<file path="src/acc_alu_pkg.sv">
// Shared types and operation codes for the accumulator integer ALU.
// Used by accumulator_integer_alu_top; depends on nothing else.
package acc_alu_pkg;

    // Operation codes carried in the cmd field.
    localparam logic [2:0] CMD_ADD = 3'd0;
    localparam logic [2:0] CMD_SUB = 3'd1;
    localparam logic [2:0] CMD_MUL = 3'd2;
    localparam logic [2:0] CMD_DIV = 3'd3;
    localparam logic [2:0] CMD_MOD = 3'd4;
    localparam logic [2:0] CMD_POW = 3'd5;

    localparam int unsigned DATA_W = 32;
    localparam int unsigned CNT_W  = 5;

    // One request word.
    typedef struct packed {
        logic [2:0]               cmd;
        logic                     use_accumulator;
        logic signed [DATA_W-1:0] operand_a;
        logic signed [DATA_W-1:0] operand_b;
    } req_word_t;

    // One response word.
    typedef struct packed {
        logic signed [DATA_W-1:0] result_value;
        logic                     divide_by_zero;
    } rsp_word_t;

    // Two's complement magnitude of a signed word.
    function automatic logic [DATA_W-1:0] mag(input logic [DATA_W-1:0] x);
        mag = x[DATA_W-1] ? (~x + 1'b1) : x;
    endfunction

endpackage

</file>
<file path="src/accumulator_integer_alu_top.sv">
// Accumulator integer ALU: sequencer around one shared multiplier and one
// restoring-divider subtract step. Depends on acc_alu_pkg.
//
//  channel | direction | handshake             | word
//  req     | in        | req_valid / req_stall | req_word_t
//  rsp     | out       | rsp_valid / rsp_stall | rsp_word_t
//
// Add, sub, mul and special cases pass the execute and finish states. Div
// and mod add 32 radix-2 subtract steps and a sign fix. Power adds a
// multiply and a squaring state for each exponent bit up to the highest set
// one, since the shared multiplier does one product a cycle.
// Reset clears the accumulator, the sequencer and the response valid.
// A new word is taken whenever the sequencer is idle, even while a response
// waits under stall; a finished result then waits until the register frees.
module accumulator_integer_alu_top
    import acc_alu_pkg::*;
(
    input  logic      clk,
    input  logic      rst_n,
    input  logic      req_valid,
    output logic      req_stall,
    input  req_word_t req,
    output logic      rsp_valid,
    input  logic      rsp_stall,
    output rsp_word_t rsp
);

    typedef enum logic [6:0] {
        ST_IDLE    = 7'b0000001,
        ST_EXEC    = 7'b0000010,
        ST_DIV     = 7'b0000100,
        ST_DFIX    = 7'b0001000,
        ST_POW_MUL = 7'b0010000,
        ST_POW_SQ  = 7'b0100000,
        ST_FIN     = 7'b1000000
    } state_t;

    state_t            state_reg, state_next;
    logic [2:0]        cmd_reg, cmd_next;
    logic [DATA_W-1:0] left_reg, left_next;
    logic [DATA_W-1:0] opb_reg, opb_next;
    logic [DATA_W-1:0] acc_reg, acc_next;
    logic [DATA_W-1:0] prod_reg, prod_next;
    logic [DATA_W-1:0] sq_reg, sq_next;
    logic [DATA_W-1:0] exp_reg, exp_next;
    logic [DATA_W-1:0] quo_reg, quo_next;
    logic [DATA_W-1:0] rem_reg, rem_next;
    logic [DATA_W-1:0] dvs_reg, dvs_next;
    logic [CNT_W-1:0]  cnt_reg, cnt_next;
    logic [DATA_W-1:0] res_reg, res_next;
    logic              dz_reg, dz_next;
    logic              rsp_valid_reg, rsp_valid_next;
    rsp_word_t         rsp_reg, rsp_next;

    logic [DATA_W-1:0] mul_x, mul_y, mul_res;
    logic [DATA_W:0]   rem_sh, diff;
    logic              rsp_free;

    // Shared multiplier; only the low word is kept.
    always_comb
    begin
        mul_x = left_reg;
        mul_y = opb_reg;
        if (state_reg == ST_POW_MUL)
        begin
            mul_x = prod_reg;
            mul_y = sq_reg;
        end
        else if (state_reg == ST_POW_SQ)
        begin
            mul_x = sq_reg;
            mul_y = sq_reg;
        end
    end

    assign mul_res = mul_x * mul_y;

    // One restoring-division step.
    assign rem_sh = {rem_reg, quo_reg[DATA_W-1]};
    assign diff   = rem_sh - {1'b0, dvs_reg};

    assign rsp_free = !rsp_valid_reg || !rsp_stall;

    // Sequencer and datapath next values.
    always_comb
    begin
        state_next     = state_reg;
        cmd_next       = cmd_reg;
        left_next      = left_reg;
        opb_next       = opb_reg;
        acc_next       = acc_reg;
        prod_next      = prod_reg;
        sq_next        = sq_reg;
        exp_next       = exp_reg;
        quo_next       = quo_reg;
        rem_next       = rem_reg;
        dvs_next       = dvs_reg;
        cnt_next       = cnt_reg;
        res_next       = res_reg;
        dz_next        = dz_reg;
        rsp_next       = rsp_reg;
        rsp_valid_next = rsp_valid_reg;

        if (rsp_valid_reg && !rsp_stall)
        begin
            rsp_valid_next = 1'b0;
        end

        case (state_reg)
            ST_IDLE:
            begin
                if (req_valid)
                begin
                    cmd_next   = req.cmd;
                    left_next  = req.use_accumulator ? acc_reg : req.operand_a;
                    opb_next   = req.operand_b;
                    state_next = ST_EXEC;
                end
            end

            ST_EXEC:
            begin
                dz_next    = 1'b0;
                res_next   = acc_reg;
                state_next = ST_FIN;
                case (cmd_reg)
                    CMD_ADD: res_next = left_reg + opb_reg;
                    CMD_SUB: res_next = left_reg - opb_reg;
                    CMD_MUL: res_next = mul_res;
                    CMD_DIV, CMD_MOD:
                    begin
                        if (opb_reg == '0)
                        begin
                            dz_next = 1'b1;
                        end
                        else
                        begin
                            quo_next   = mag(left_reg);
                            dvs_next   = mag(opb_reg);
                            rem_next   = '0;
                            cnt_next   = '1;
                            state_next = ST_DIV;
                        end
                    end
                    CMD_POW:
                    begin
                        if (opb_reg[DATA_W-1] || opb_reg == '0)
                        begin
                            res_next = DATA_W'(1);
                        end
                        else
                        begin
                            prod_next  = DATA_W'(1);
                            sq_next    = left_reg;
                            exp_next   = opb_reg;
                            state_next = ST_POW_MUL;
                        end
                    end
                    default: res_next = acc_reg;
                endcase
            end

            // Shift in one dividend bit and subtract where it fits.
            ST_DIV:
            begin
                quo_next = {quo_reg[DATA_W-2:0], ~diff[DATA_W]};
                rem_next = diff[DATA_W] ? rem_sh[DATA_W-1:0] : diff[DATA_W-1:0];
                cnt_next = cnt_reg - 1'b1;
                if (cnt_reg == '0)
                begin
                    state_next = ST_DFIX;
                end
            end

            // Quotient sign follows both operands, remainder the dividend.
            ST_DFIX:
            begin
                if (cmd_reg == CMD_DIV)
                begin
                    res_next = (left_reg[DATA_W-1] ^ opb_reg[DATA_W-1])
                             ? (~quo_reg + 1'b1) : quo_reg;
                end
                else
                begin
                    res_next = left_reg[DATA_W-1] ? (~rem_reg + 1'b1) : rem_reg;
                end
                state_next = ST_FIN;
            end

            ST_POW_MUL:
            begin
                if (exp_reg[0])
                begin
                    prod_next = mul_res;
                end
                state_next = ST_POW_SQ;
            end

            ST_POW_SQ:
            begin
                sq_next  = mul_res;
                exp_next = exp_reg >> 1;
                if ((exp_reg >> 1) == '0)
                begin
                    res_next   = prod_reg;
                    state_next = ST_FIN;
                end
                else
                begin
                    state_next = ST_POW_MUL;
                end
            end

            // Hand the result over once the response register is free.
            ST_FIN:
            begin
                if (rsp_free)
                begin
                    rsp_next.result_value   = res_reg;
                    rsp_next.divide_by_zero = dz_reg;
                    rsp_valid_next          = 1'b1;
                    acc_next                = res_reg;
                    state_next              = ST_IDLE;
                end
            end

            default: state_next = ST_IDLE;
        endcase
    end

    // Control state and accumulator.
    always_ff @(posedge clk or negedge rst_n)
    begin
        if (!rst_n)
        begin
            state_reg     <= ST_IDLE;
            acc_reg       <= '0;
            rsp_valid_reg <= 1'b0;
        end
        else
        begin
            state_reg     <= state_next;
            acc_reg       <= acc_next;
            rsp_valid_reg <= rsp_valid_next;
        end
    end

    // Working registers.
    always_ff @(posedge clk)
    begin
        cmd_reg  <= cmd_next;
        left_reg <= left_next;
        opb_reg  <= opb_next;
        prod_reg <= prod_next;
        sq_reg   <= sq_next;
        exp_reg  <= exp_next;
        quo_reg  <= quo_next;
        rem_reg  <= rem_next;
        dvs_reg  <= dvs_next;
        cnt_reg  <= cnt_next;
        res_reg  <= res_next;
        dz_reg   <= dz_next;
        rsp_reg  <= rsp_next;
    end

    assign req_stall = (state_reg != ST_IDLE);
    assign rsp_valid = rsp_valid_reg;
    assign rsp       = rsp_reg;

endmodule
</file>
<file path="config.mk">
export PLATFORM = sky130hd
export DESIGN_NAME = accumulator_integer_alu_top
export DESIGN_NICKNAME = d
export VERILOG_FILES = /design/src/acc_alu_pkg.sv /design/src/accumulator_integer_alu_top.sv
export SDC_FILE = /design/constraint.sdc
export NUM_CORES = 2
export LEC_CHECK = 0
export ABC_AREA = 1
export BUFFER_PORTS_ARGS = -buffer_cell sky130_fd_sc_hd__buf_2
export CAP_MARGIN = 15
export CORE_MARGIN = 2
export CORE_UTILIZATION = 65
export CTS_BUF_LIST = sky130_fd_sc_hd__clkbuf_4 sky130_fd_sc_hd__clkbuf_8
export DETAILED_ROUTE_END_ITERATION = 7
export PLACE_DENSITY = 0.82
export SYNTH_ARGS = -nofsm -noshare
export SYNTH_HDL_FRONTEND = slang
export SYNTH_SLANG_ARGS = --single-unit
</file>
<file path="constraint.sdc">
create_clock -name clk -period 11.05 [get_ports clk]
set_input_delay 1.105 -clock clk [delete_from_list [all_inputs] [get_ports clk]]
set_output_delay 1.105 -clock clk [all_outputs]
set_load 0.1 [all_outputs]
</file>
==> results.txt <==
Fin Clk Skew: 67.1 ps
Unique masters post-synth: 66
initial core utilization: 0.656
drt total wl: 134000 µm
Syn Inst Count: 4708
Primary FF master, synth: edfxtp_1
htree depth: 2
Die Y: 248 µm
Synth Warn #: 0
row count: 89
global-route wire length before repair: 199000 µm
total die area: 0.0614 mm²
slowest CP cell: o21ai_1
largest net degree at the start of global routing: 70
CTS tree: done
critical path launch point type: register
Peak Freq: 102 MHz
initial antenna violation count: 5
number of flops mapped to enable cells by yosys: 330
# fillers: 4691
Synth Net Count: 5381
share of cells above drive strength 1: 0.0852
CP max FO: 51
nets: 5423
commonest cells after routing, fill and taps aside: nand2_1 (1080), inv_1 (732), nor2_1 (528), fa_1 (410), edfxtp_1 (330)
max reg flops: 33
CTS Sinks: 370
CTS max path bufs: 3
1st-pass router iterations: 8
status: finished clean
Worst EP arrival: 10280 ps
register area share after synthesis: 0.283
routed via count: 34400
hold wc startpoint: dz_reg
# port buffers: 106
Final Cycle Share: 0.890
# IOs: 107
Clock Latency Late Sink: 760 ps
vias in the first global route: 32200
setup TNS: 0 ps
multi-input logic area: 0.0241 mm²
Initial DRC Count: 4957
die width: 248 µm
Fin. Hold Viols: 0
Max-slew headroom: 0.268
area grow syn2layout: 6.32%
hpwl dp: 106000 µm
Final setup violation count: 0
Least-Margin Pin Slew: 1080 ps
final worst path period need: 9840 ps
RSZ-0062 raised after global routing: false
DRC: 0
critical path class: reg2reg
CP max stage delay: 620 ps
Crit. Startpoint: state_reg[0]
clk slew on worst S/H paths: 70 ps
worst min path class: reg2reg
register area: 0.0109 mm²
drt wl/cell: 24.1 µm
FF-to-FF Start: state_reg[0]
CTS resizes: 0
hold-fix buffer count after cts: 0
mapped cell area: 0.0386 mm²
GR Util All Layers: 0.445
Congestion Overflow GR: 0
Clock Tree Root: clkbuf_8
most common cell after layout, fill and taps aside: nand2_1
Mean Syn Cell Area: 8.20 µm²
#FFs+latches synth: 370
Critical Path End Type: register
# Post-CTS Setup Buffers: 0
Antenna Violating Nets Remaining: 0
Vias/cell: 6.17
number of max-cap violations: 0
max-slew violation count: 0
CP dominant cell by count: fa_1
Required @ worst endpoint: 11490 ps
Async S/R FF share, synth: 0.108
core area: 0.0589 mm²
Placer Congestion: 1.12
Num CTS Buffers: 61
-- layer usage --
layer  track usage  vias up  share of wire
li1              -    15100              -
met1         0.627    16100           0.38
met2         0.587     2711           0.39
met3         0.180      433           0.17
met4         0.226        6          0.060
met5        0.0127        -        0.00089
-- worst max-delay path, delay by kind of cell, from the launching register on --
kind            cells  cell delay (ps)
xor+xnor            1              330
compound gates      3             1050
fa+ha+maj           9             4320
buf+inv             4              660
flops               1              560
simple gates       15             2570
-- logic make-up (layout without fill, tap and decap cells) --
family	Yosys count	in the layout	synth area share
xor+xnor	133	133	0.0302
compound gates	676	676	0.0998
buf+inv	942	1037	0.0951
mux	28	28	0.00816
simple gates	1958	1958	0.210
fa+ha+maj	601	601	0.274
other cells	0	1	0
flops	370	370	0.283
-- cell type report --
type,count,area share
multi-input combinational,3396,0.587
sequential,370,0.266
inverter,772,0.0707
clock buffer,76,0.0236
tap,773,0.0236
timing repair buffer,149,0.0214
clock inverter,40,0.00756
antenna,1,0.0000609
-- Yosys cell counts, types with 11 or more instances --
cell type,count,area share
inv_2,29,0.0028
ha_1,191,0.062
fa_1,410,0.21
buf_1,15,0.0015
o21ai_2,17,0.0039
clkbuf_1,128,0.012
mux2_2,28,0.0082
o21ai_0,312,0.040
o211ai_1,54,0.010
or2_1,11,0.0018
nand4_1,23,0.0037
xor2_1,88,0.020
edfxtp_1,330,0.26
xnor2_1,45,0.010
dfrtp_1,39,0.025
o21ai_1,12,0.0016
a21oi_1,197,0.026
nor2_1,530,0.052
o221ai_1,11,0.0025
nand2_1,1081,0.11
nor4_1,32,0.0052
inv_1,733,0.071
nor3_1,49,0.0063
o21a_1,11,0.0021
buf_6,12,0.0035
nand3_1,150,0.019
or2_2,21,0.0034
-- final timing paths --
path	to	slack (ps)	depth (start not counted)
max in group asynchronous	acc_reg[1]	9930	1
worst max register to register	res_reg[30]	1210	32
worst max-delay path	res_reg[30]	1210	32
worst min-delay path	rsp[0]	420	0
worst min register to register	rsp[0]	420	0
min in group asynchronous	acc_reg[7]	510	1
-- through the flow --
stage | worst slack, ps | hold slack (ps) | instance area, µm² | util | std cells
3_5_place_dp | 1420 | 413 | 39800 | 0.675 | 5459
4_1_cts | 1410 | 420 | 41000 | 0.697 | 5575
3_3_place_gp | 1610 | 414 | 39800 | 0.675 | 5459
5_1_grt | 824 | 428 | 41100 | 0.697 | 5577
2_1_floorplan | 3000 | 400 | 38600 | - | 4708
6_report | 1210 | 420 | 41100 | 0.697 | 5577
Power is left out: the tool's default activity adds up to more than one toggle a clock period on the data nets, which glitch-free logic cannot reach.
